## src/sv/kfi_pkg.sv

```systemverilog
// ----------------------------------------------------------------------------
// kfi_pkg
// shared types and constants of the keyframe scalar interpolator
// ----------------------------------------------------------------------------
`default_nettype none
package kfi_pkg;

  localparam int MAX_KEYS_DEF   = 64;
  localparam int FRAME_BITS_DEF = 24;

  localparam logic CMD_WRITE = 1'b0;
  localparam logic CMD_QUERY = 1'b1;

  localparam logic signed [15:0] ONE_Q14 = 16'sd16384;

  typedef enum logic [2:0] {
    ST_IDLE,
    ST_SCAN,
    ST_EVAL,
    ST_MUL,
    ST_DIVS,
    ST_DIVW,
    ST_FINISH
  } state_t;

  typedef struct packed {
    logic busy;
    logic done;
  } div_status_t;

endpackage
`default_nettype wire

```

## src/sv/kfi_cell.sv

```systemverilog
// ----------------------------------------------------------------------------
// kfi_cell
// one key cell of the rotating key chain: holds a frame and a value
// ----------------------------------------------------------------------------
`default_nettype none
module kfi_cell #(
  parameter int FRAME_BITS = kfi_pkg::FRAME_BITS_DEF
) (
  input  wire logic                    clk,
  input  wire logic                    load,
  input  wire logic                    shift,
  input  wire logic [FRAME_BITS-1:0]   load_frame,
  input  wire logic signed [15:0]      load_value,
  input  wire logic [FRAME_BITS-1:0]   nb_frame,
  input  wire logic signed [15:0]      nb_value,
  output logic [FRAME_BITS-1:0]        frame,
  output logic signed [15:0]           value
);

  always_ff @(posedge clk) begin
    if (shift) begin
      frame <= nb_frame;
      value <= nb_value;
    end else if (load) begin
      frame <= load_frame;
      value <= load_value;
    end
  end

endmodule
`default_nettype wire

```

## src/sv/kfi_divider.sv

```systemverilog
// ----------------------------------------------------------------------------
// kfi_divider
// signed restoring divider, one quotient bit per cycle, truncates toward zero
// ----------------------------------------------------------------------------
`default_nettype none
module kfi_divider #(
  parameter int NUM_W = 42,
  parameter int DEN_W = 25
) (
  input  wire logic                    clk,
  input  wire logic                    rst,
  input  wire logic                    start,
  input  wire logic signed [NUM_W-1:0] dividend,
  input  wire logic signed [DEN_W-1:0] divisor,
  output kfi_pkg::div_status_t         status,
  output logic signed [NUM_W-1:0]      quotient
);

  localparam int CNT_W = $clog2(NUM_W + 1);

  logic [NUM_W-1:0] num_mag;
  logic [DEN_W-1:0] den_mag;
  logic [DEN_W:0]   rem;
  logic [NUM_W-1:0] quo;
  logic [CNT_W-1:0] cnt;
  logic             neg;
  logic             busy;
  logic             done;
  logic [DEN_W:0]   trial;
  logic [DEN_W:0]   diff;

  always_comb begin
    trial = {rem[DEN_W-1:0], num_mag[NUM_W-1]};
    diff  = trial - {1'b0, den_mag};
  end

  always_ff @(posedge clk) begin
    if (rst) begin
      busy <= 1'b0;
      done <= 1'b0;
    end else begin
      done <= 1'b0;
      if (start) begin
        busy <= 1'b1;
        cnt  <= CNT_W'(NUM_W);
      end else if (busy) begin
        cnt <= cnt - 1'b1;
        if (cnt == CNT_W'(1)) begin
          busy <= 1'b0;
          done <= 1'b1;
        end
      end
    end
  end

  always_ff @(posedge clk) begin
    if (start) begin
      num_mag <= dividend[NUM_W-1] ? NUM_W'(-dividend) : NUM_W'(dividend);
      den_mag <= divisor[DEN_W-1] ? DEN_W'(-divisor) : DEN_W'(divisor);
      neg     <= dividend[NUM_W-1] ^ divisor[DEN_W-1];
      rem     <= '0;
      quo     <= '0;
    end else if (busy) begin
      num_mag <= {num_mag[NUM_W-2:0], 1'b0};
      if (!diff[DEN_W]) begin
        rem <= diff;
        quo <= {quo[NUM_W-2:0], 1'b1};
      end else begin
        rem <= trial;
        quo <= {quo[NUM_W-2:0], 1'b0};
      end
    end
  end

  assign quotient    = neg ? $signed(-quo) : $signed(quo);
  assign status.busy = busy;
  assign status.done = done;

endmodule
`default_nettype wire

```

## src/sv/keyframe_scalar_interpolator.sv

```systemverilog
// ----------------------------------------------------------------------------
// keyframe_scalar_interpolator
// keyframe table with linear interpolation of a signed q2.14 value
// ----------------------------------------------------------------------------
// a key write is taken while idle; a query on an empty table goes straight to
//   finish, otherwise the key chain rotates through one full scan, then eval,
//   then a multiply and the divider when the result is interpolated, then
//   finish
// throughput: one query at a time, set by the key chain rotation and the
//   bit-serial divider; writes are taken every cycle while idle
// reset: rst clears the control state and key_count; key cells are not reset
`default_nettype none
module keyframe_scalar_interpolator #(
  parameter int MAX_KEYS   = kfi_pkg::MAX_KEYS_DEF,
  parameter int FRAME_BITS = kfi_pkg::FRAME_BITS_DEF
) (
  input  wire logic                  clk,
  input  wire logic                  rst,
  // configuration channel
  input  wire logic                  cfg_valid,
  output logic                       cfg_ready,
  input  wire logic [6:0]            key_count,
  // input transaction
  input  wire logic                  in_valid,
  output logic                       in_ready,
  input  wire logic                  cmd,
  input  wire logic [5:0]            key_index,
  input  wire logic [FRAME_BITS-1:0] key_frame,
  input  wire logic signed [15:0]    key_value,
  input  wire logic [FRAME_BITS-1:0] query_frame,
  // result transaction
  output logic                       out_valid,
  input  wire logic                  out_ready,
  output logic signed [15:0]         interp_value,
  output logic [5:0]                 segment_index,
  output logic                       used_default
);

  localparam int KW    = (MAX_KEYS > 2) ? $clog2(MAX_KEYS) : 1;
  localparam int CW    = $clog2(MAX_KEYS + 1);
  localparam int OFF_W = FRAME_BITS + 1;
  localparam int NUM_W = OFF_W + 17;
  localparam int SUM_W = NUM_W + 1;

  // configuration register, always ready
  logic [6:0] kc;
  assign cfg_ready = 1'b1;
  always_ff @(posedge clk) begin
    if (rst) kc <= '0;
    else if (cfg_valid) kc <= key_count;
  end

  kfi_pkg::state_t state, state_next;

  logic in_acc;
  logic rotate;
  logic div_start;
  assign in_acc = in_valid && in_ready;

  // key chain: cell i takes from cell i+1, the last cell takes from cell 0,
  // so the head (cell 0) streams entry k at scan step k and after MAX_KEYS
  // shifts every entry is back in its home cell
  logic [FRAME_BITS-1:0] cell_frame [MAX_KEYS];
  logic signed [15:0]    cell_value [MAX_KEYS];

  for (genvar i = 0; i < MAX_KEYS; i++) begin : g_cell
    logic wr;
    assign wr = in_acc && (cmd == kfi_pkg::CMD_WRITE) && (32'(key_index) == i);
    kfi_cell #(.FRAME_BITS(FRAME_BITS)) u_cell (
      .clk       (clk),
      .load      (wr),
      .shift     (rotate),
      .load_frame(key_frame),
      .load_value(key_value),
      .nb_frame  (cell_frame[(i + 1) % MAX_KEYS]),
      .nb_value  (cell_value[(i + 1) % MAX_KEYS]),
      .frame     (cell_frame[i]),
      .value     (cell_value[i])
    );
  end

  logic [FRAME_BITS-1:0] head_frame;
  logic signed [15:0]    head_value;
  assign head_frame = cell_frame[0];
  assign head_value = cell_value[0];

  // scan and segment registers
  logic [KW-1:0]         k;
  logic [CW-1:0]         count;
  logic [FRAME_BITS-1:0] qf;
  logic                  found;
  logic                  need_next;
  logic [KW-1:0]         p;
  logic [FRAME_BITS-1:0] f1, f2, prevf;
  logic signed [15:0]    v1, v2, prevv, lastv;
  logic signed [16:0]    dv;
  logic signed [OFF_W-1:0] off;
  logic signed [OFF_W-1:0] span;
  logic signed [NUM_W-1:0] prod;
  logic signed [NUM_W-1:0] quo;
  kfi_pkg::div_status_t    dstat;

  logic                  step;
  logic                  scan_last;
  logic [31:0]           cnt_sat;
  assign step      = (CW'(k) < count);
  assign scan_last = (32'(k) == MAX_KEYS - 1);
  assign cnt_sat   = (32'(kc) > 32'(MAX_KEYS)) ? 32'(MAX_KEYS) : 32'(kc);

  // eval decision
  logic                    take_last;
  logic signed [OFF_W-1:0] span_c;
  assign take_last = !found || (32'(p) + 32'd2 > 32'(count));
  assign span_c    = $signed({1'b0, f2}) - $signed({1'b0, f1});

  // final sum and saturation
  logic signed [SUM_W-1:0] sum;
  logic signed [15:0]      sat;
  assign sum = SUM_W'(quo) + SUM_W'(v1);
  always_comb begin
    if (sum > $signed(SUM_W'(32767)))       sat = 16'sh7fff;
    else if (sum < $signed(-SUM_W'(32768))) sat = 16'sh8000;
    else                                    sat = 16'(sum);
  end

  kfi_divider #(.NUM_W(NUM_W), .DEN_W(OFF_W)) u_div (
    .clk     (clk),
    .rst     (rst),
    .start   (div_start),
    .dividend(prod),
    .divisor (span),
    .status  (dstat),
    .quotient(quo)
  );

  // next state
  always_comb begin
    state_next = state;
    case (state)
      kfi_pkg::ST_IDLE:
        if (in_acc && cmd == kfi_pkg::CMD_QUERY)
          state_next = (cnt_sat == 32'd0) ? kfi_pkg::ST_FINISH : kfi_pkg::ST_SCAN;
      kfi_pkg::ST_SCAN: if (scan_last) state_next = kfi_pkg::ST_EVAL;
      kfi_pkg::ST_EVAL:
        if (take_last || span_c == '0) state_next = kfi_pkg::ST_FINISH;
        else                           state_next = kfi_pkg::ST_MUL;
      kfi_pkg::ST_MUL:  state_next = kfi_pkg::ST_DIVS;
      kfi_pkg::ST_DIVS: state_next = kfi_pkg::ST_DIVW;
      kfi_pkg::ST_DIVW: if (dstat.done) state_next = kfi_pkg::ST_FINISH;
      kfi_pkg::ST_FINISH: if (!out_valid || out_ready) state_next = kfi_pkg::ST_IDLE;
      default: state_next = kfi_pkg::ST_IDLE;
    endcase
  end

  // control outputs
  always_comb begin
    in_ready  = 1'b0;
    rotate    = 1'b0;
    div_start = 1'b0;
    case (state)
      kfi_pkg::ST_IDLE: in_ready  = 1'b1;
      kfi_pkg::ST_SCAN: rotate    = 1'b1;
      kfi_pkg::ST_DIVS: div_start = 1'b1;
      default: ;
    endcase
  end

  always_ff @(posedge clk) begin
    if (rst) state <= kfi_pkg::ST_IDLE;
    else     state <= state_next;
  end

  // result staging
  logic signed [15:0] res;
  logic [KW-1:0]      seg;
  logic               dflt;

  // datapath
  always_ff @(posedge clk) begin
    case (state)
      kfi_pkg::ST_IDLE: begin
        k         <= '0;
        found     <= 1'b0;
        need_next <= 1'b0;
        qf        <= query_frame;
        count     <= CW'(cnt_sat);
        res       <= kfi_pkg::ONE_Q14;
        seg       <= '0;
        dflt      <= 1'b1;
      end
      kfi_pkg::ST_SCAN: begin
        k <= k + 1'b1;
        if (step) begin
          prevf <= head_frame;
          prevv <= head_value;
          if (CW'(k) == count - 1'b1) lastv <= head_value;
          if (!found && head_frame > qf) begin
            found <= 1'b1;
            if (k == '0) begin
              p         <= '0;
              f1        <= head_frame;
              v1        <= head_value;
              need_next <= 1'b1;
            end else begin
              p  <= k - 1'b1;
              f1 <= prevf;
              v1 <= prevv;
              f2 <= head_frame;
              v2 <= head_value;
            end
          end
          if (need_next && k == KW'(1)) begin
            f2        <= head_frame;
            v2        <= head_value;
            need_next <= 1'b0;
          end
        end
      end
      kfi_pkg::ST_EVAL: begin
        dflt <= 1'b0;
        seg  <= found ? p : KW'(count - 1'b1);
        span <= span_c;
        off  <= $signed({1'b0, qf}) - $signed({1'b0, f1});
        dv   <= $signed({v2[15], v2}) - $signed({v1[15], v1});
        if (take_last)          res <= lastv;
        else if (span_c == '0)  res <= v2;
      end
      kfi_pkg::ST_MUL: prod <= NUM_W'(dv) * NUM_W'(off);
      kfi_pkg::ST_DIVW: if (dstat.done) res <= sat;
      default: ;
    endcase
  end

  // output register, parts the result side from the input side
  always_ff @(posedge clk) begin
    if (rst) begin
      out_valid <= 1'b0;
    end else if (state == kfi_pkg::ST_FINISH && (!out_valid || out_ready)) begin
      out_valid <= 1'b1;
    end else if (out_ready) begin
      out_valid <= 1'b0;
    end
  end

  always_ff @(posedge clk) begin
    if (state == kfi_pkg::ST_FINISH && (!out_valid || out_ready)) begin
      interp_value  <= res;
      segment_index <= 6'(seg);
      used_default  <= dflt;
    end
  end

endmodule
`default_nettype wire
```

## config.mk

```make
export PLATFORM = sky130hd
export DESIGN_NAME = keyframe_scalar_interpolator
export DESIGN_NICKNAME = d
export VERILOG_FILES = /design/src/sv/kfi_pkg.sv /design/src/sv/kfi_cell.sv /design/src/sv/kfi_divider.sv /design/src/sv/keyframe_scalar_interpolator.sv
export SDC_FILE = /design/constraint.sdc
export NUM_CORES = 2
export LEC_CHECK = 0
export ABC_AREA = 1
export BUFFER_PORTS_ARGS = -buffer_cell sky130_fd_sc_hd__clkbuf_2
export CORE_UTILIZATION = 46
export CTS_BUF_LIST = sky130_fd_sc_hd__clkbuf_8
export DETAILED_ROUTE_END_ITERATION = 6
export PLACE_DENSITY_LB_ADDON = 0.08
export SLEW_MARGIN = 10
export SYNTH_ARGS = -nofsm -noshare
export SYNTH_HDL_FRONTEND = slang
export SYNTH_SLANG_ARGS = --single-unit
export TNS_END_PERCENT = 10
```

## constraint.sdc

```tcl
create_clock -name clk -period 11.5 [get_ports clk]
set_clock_uncertainty 0.15 [all_clocks]
set_input_delay 0.575 -clock clk [delete_from_list [all_inputs] [get_ports clk]]
set_output_delay 0.575 -clock clk [all_outputs]
set_load 0.1 [all_outputs]
```

======== Word-level counts from Yosys, hierarchy flattened ========
Cells that the tools add are included.
W data, S select, Z words.
storage, ports and cells
  output and inout bits ................... 26
  input port bits ......................... 83
  flip-flop bits (word level) ............. 3,050
  logic and storage cells ................. 737
operators by class
  muxes and demuxes ....................... 307
  multipliers ............................. 1
  equality and inequality tests ........... 83
  $lt $le $gt $ge ......................... 6
  bitwise operators ....................... 4
  reductions and logical operators ........ 160
  $add $sub $neg .......................... 13
operator list
  operator                count
  $mux W24                133
  $mux W16                137
  $eq A6 B6 Y1 const B    33
  $mux W42                4
  $reduce_bool A2 Y1      69
  $eq A6 B5 Y1 const B    16
  $neg A42 Y42            2
  $logic_and A1 B1 Y1     70
  $sub A24 B24 Y25        2
  $eq A6 B4 Y1 const B    8
  $pmux W16 S3            1
  $add A42 B16 Y43        1
  $gt A43 B16 Y1 const B  1
  $lt A43 B16 Y1 const B  1
  $mul A17 B25 Y42        1
  $logic_not A32 Y1       1
  $sub A26 B25 Y26        1
  $logic_not A25 Y1       1
  $mux W25                1
  $neg A25 Y25            1
  $eq A6 B3 Y1 const B    4
  $gt A24 B24 Y1          1
  $pmux W6 S2             2
  $pmux W3 S7             1
  33 further kinds        82

======== Depth between registers and ports, before layout ========
  depth after elaboration ................. 8
  gate-level depth with buffers ........... 35
  mapped depth without buffers ............ 34

======== Cells and area by module ========
From an unflattened synthesis, not the netlist that was laid out.
second synthesis, totals
  cell total of the unflattened synthesis .. 16,927
  area total of the unflattened synthesis .. 162,942.5 µm²
modules (own cells, without submodules)
  module                        area each (µm²)  instances  seq. area each (µm²)  cells an instance
  kfi_cell                      1,811.7          64         1,201.2               171
  keyframe_scalar_interpolator  36,358.6         1          10,309.9              4,440
  kfi_divider                   10,632.7         1          3,603.5               1,543

======== Least setup slack after synthesis ========
No wires, ideal clock.
  kind .................................... flip-flop to flip-flop
  from .................................... reg state[0]
  to ...................................... reg g_cell[0].u_cell.frame[0], enable pin
  clock period less this slack ............ 7.976 ns
  required time ........................... 10.857 ns
  arrival ................................. 7.333 ns
  stages on the path, launching flop included .. 8
  path buffers ............................ 0
  setup slack ............................. 3.524 ns
  setup time .............................. 0.493 ns
  cells stage by stage .................... dfxtp_1 > nor2_1 > inv_1 > nor2_1 > nand3b_1 > nor3_1 > nand2_1 > o21ai_0
between the ends
  longest elaborated chain between the ends .. 6
  elaborated cells between the ends (all ways) .. 8
  classes of those cells .................. eq/ne (1); mux (2); reduce/logical (5)
RTL lines
  element                              line                                 source
  start: declaration                   keyframe_scalar_interpolator.sv:53   kfi_pkg::state_t state, state_next;
  start signal: assignment             keyframe_scalar_interpolator.sv:169  if (rst) state <= kfi_pkg::ST_IDLE;
  start signal: assignment             keyframe_scalar_interpolator.sv:170  else state <= state_next;
  $logic_not A3 Y1                     keyframe_scalar_interpolator.sv:160  case (state)
  $mux W1                              keyframe_scalar_interpolator.sv:160
  via in_ready                         keyframe_scalar_interpolator.sv:25   output logic in_ready,
  $logic_and A1 B1 Y1                  keyframe_scalar_interpolator.sv:58   assign in_acc = in_valid && in_ready;
  $logic_and A1 B1 Y1 (2 in series)    keyframe_scalar_interpolator.sv:68   assign wr = in_acc && (cmd == kfi_pkg::CMD_WRITE) && (32'(key_index) == i);
  $reduce_bool A2 Y1 (no source line)  n/a
  end signal: assignment               kfi_cell.sv:22                       frame <= nb_frame;
  end signal: assignment               kfi_cell.sv:25                       frame <= load_frame;
  end: declaration                     kfi_cell.sv:16                       output logic [FRAME_BITS-1:0] frame,
The timed path passes the listed nets, and every way through them passes these cells.
A chain may end at the register's enable or synchronous reset.

======== Worst setup path in the final report ========
  from .................................... reg dv[6]
  to ...................................... reg prod[36] (data pin)
between the ends
  longest elaborated chain between the ends .. 1
RTL lines
  element                   line                                 source
  start: declaration        keyframe_scalar_interpolator.sv:96   logic signed [16:0] dv;
  start signal: assignment  keyframe_scalar_interpolator.sv:224  dv <= $signed({v2[15], v2}) - $signed({v1[15], v1});
  $mul A17 B25 Y42          keyframe_scalar_interpolator.sv:228  kfi_pkg::ST_MUL: prod <= NUM_W'(dv) * NUM_W'(off);
  end signal: assignment    keyframe_scalar_interpolator.sv:228
  end: declaration          keyframe_scalar_interpolator.sv:99   logic signed [NUM_W-1:0] prod;
No other way between the ends.

==> results by group <==
Floorplanning
  – I/O pin cnt: 109
  – Die Ht: between 500 and 600 um
  – Core area: 309900 um^2
  – Die width: 561.2 um
  – Full die area: 314900 um^2
  – Starting density of the core: 0.4641
  – Cell Rows: roughly 200

Timing
  – Period minus WS final: 6.916 ns
  – Final setup TNS: 0 ns
  – Final Max Tran Viols: 0
  – Unrepaired setup endpoints after global routing: false
  – Fmax: about 0.14 GHz
  – Least-Margin Pin Slew: 1.242 ns
  – Setup Viol. Count Final: 0
  – Final hold vios: 0
  – Rel. slew slack: 0.1721
  – Crit share post-route: 0.6014

Yosys
  – Largest cells by area after synthesis: edfxtp_1, nand2_1, fa_1
  – EDFF count, synth: 2970
  – Post-synthesis sequential area ratio: 0.6313
  – Share of the synthesized area in the top cell type: 0.6201
  – Synthesized instance count: 13860
  – Synth area leader: edfxtp_1
  – Top_reg_cell synth: edfxtp_1
  – Avg Inst Size Synth: ~10 um^2
  – Syn Nets: 14650
  – Yosys warning count: 0
  – Synth Cell Area: 143800 um^2
  – Distinct cells, synth: 60
  – Register bit total from synthesis: 3050
  – Share of flip-flops with an asynchronous set or reset: 0

Clock network
  – Cts repair resizes: 0
  – CTS tree: built
  – Post-CTS Setup Inserts: 0
  – Total CTS buffers: about 520
  – Clk buf depth: 4
  – Clock Root Buffer: clkbuf_8
  – Worst-Skew Late Latency: 1.13 ns
  – CTS H-Tree Depth: 6
  – Clock Sinks: 3050
  – Reg clk slew, reported paths: around 0.060 ns

Placed design
  – GPL Wtd Cong: 0.8724
  – Port Buffers: approximately 110
  – DP HPWL: 241.0 mm

Global routing
  – GRT overflow: 0
  – Vias in the first global route: 99030
  – First-pass GRT wire length: ~600 mm
  – Initial antenna violation count: 15
  – Overall Global Routing Usage: 0.2402
  – Largest net degree at the start of global routing: 259

Worst setup path
  – Critical Path Fanout Max: 14
  – CP max stage cell: edfxtp_1
  – CP peak stage delay: 0.76 ns
  – Startpoint Class: flop
  – Critical Path End Type: flop
  – WS Path Type: reg -> reg
  – WP data required: approximately 12 ns
  – Critical path's top delay family: adder cells
  – CP arrival: between 7 and 8 ns
  – Crit path buf inv count: 8
  – Top cell by count, worst path: inv_1

Detailed routing
  – Detailed Route WL: 375.2 mm
  – WL per Instance: 20.26 um
  – Vias: 94800
  – Initial drt markers: 7787
  – Residual DRC: 0
  – TritonRoute pass-1 iters: 6
  – Final ANT Viol Nets: 0
  – Vias per std cell: 5.117

Final layout
  – Area grow syn2layout: 10.96%
  – Layout fillers: 28370
  – Share of cells above drive strength 1: 0.07459
  – Most common cell after layout, fill and taps aside: nand2_1
  – Most frequent cells in the layout: nand2_1, edfxtp_1, inv_1, clkbuf_8, fa_1
  – Final Net Count: 14810

Worst hold path
  – Worst min path class: in -> reg

Run status
  – Status: completed

Flow run
  – Max Cap Viol: 0
[cells by family (layout without fill, tap and decap cells)]
logic type	count (synthesis)	after routing	share of synthesized area
simple gates	7225	7225	0.1931
flops	3050	3050	0.6313
buf+inv	1956	2494	0.05130
fa+ha+maj	704	704	0.08322
compound gates	692	692	0.02690
xor+xnor	233	233	0.01419
other cells	1	7	0.00002607
[cells in the mapped netlist, types with 10 or more instances]
library cell,count
nand2_1,6510
edfxtp_1,2970
inv_1,1251
clkbuf_1,684
fa_1,421
nor2_1,400
o21ai_0,313
ha_1,283
a21oi_1,208
xor2_1,149
nand3_1,115
xnor2_1,84
dfxtp_1,80
nor3_1,51
nand4_1,48
a22oi_1,42
a31oi_1,23
o21bai_1,19
or2_2,19
nand2_2,17
nor2_2,16
nand3b_1,15
nor4_1,13
a211oi_1,12
o211ai_1,12
a21o_1,10
[state kept, by name, summed over array words and instances, names as in the netlist, 7 cells and up]
signal / count
prevv: 16
u_div.rem: 25
g_cell.u_cell.frame: 1536
u_div.num_mag: 42
u_div.quo: 42
v2: 16
lastv: 16
f1: 24
count: 7
res: 16
prevf: 24
prod: 42
v1: 16
off: 25
g_cell.u_cell.value: 1024
interp_value: 16
qf: 24
dv: 17
kc: 7
span: 25
f2: 24
u_div.den_mag: 25
[area by class of cell]
| type | count | area (um^2) | share of cell area |
|---|---|---|---|
| flip-flops and latches | 3050 | 90790 | 0.5689 |
| multi-input cells | 8855 | 46760 | 0.2930 |
| repair buffers | 334 | 2567 | 0.01609 |
| well taps | 4120 | 5155 | 0.03230 |
| clock buffers | 532 | 7322 | 0.04588 |
| diodes | 6 | 15.01 | 0.00009409 |
| inverters | 1256 | 4722 | 0.02959 |
| clock inverters | 372 | 2252 | 0.01411 |
[routing by layer]
metal	global-route usage	vias to the layer above	part of all wire	routed length [um]
li1	-	44890	-	-
met2	0.3874	2308	0.46	173100
met1	0.3393	46970	0.46	172600
met4	0.07541	8	0.030	11390
met3	0.03081	625	0.048	18110
met5	0	-	0.00013	47
[worst paths after layout]
kind                              from                          to  slack, ns  cells after the start
hold reg to reg   seg[5]$_SDFFCE_PN0P_  segment_index[5]$_DFFE_PP_       0.25                      0
setup / recovery       dv[6]$_DFFE_PP_          prod[36]$_DFFE_PP_       4.58                     25
hold / removal         query_frame[23]            qf[23]$_DFFE_PP_       0.12                      2
setup reg to reg       dv[6]$_DFFE_PP_          prod[36]$_DFFE_PP_       4.58                     25
[repair_timing]
item | CTS | global route
endpoints found under the hold margin | 271 | 0
hold buffers | 85 | 0
setup endpoints to repair | 0 | 0
[per-stage QoR]
stage | instances | util | hold slack, ns | cell area (um^2) | setup WS (ns)
2_1_floorplan | 13860 | - | 0.2503 | 143800 | 3.524
3_3_place_gp | 17530 | 0.4811 | 0.2592 | 149100 | 4.349
5_1_grt | 18520 | 0.5150 | 0.05753 | 159600 | 4.102
6_report | 18530 | 0.5150 | 0.1179 | 159600 | 4.584
3_5_place_dp | 17530 | 0.4811 | 0.2611 | 149100 | 4.187
4_1_cts | 18520 | 0.5148 | 0.0007983 | 159500 | 4.184
Power is left out: the tool's default activity adds up to more than one toggle a clock period on the data nets, which glitch-free logic cannot reach.
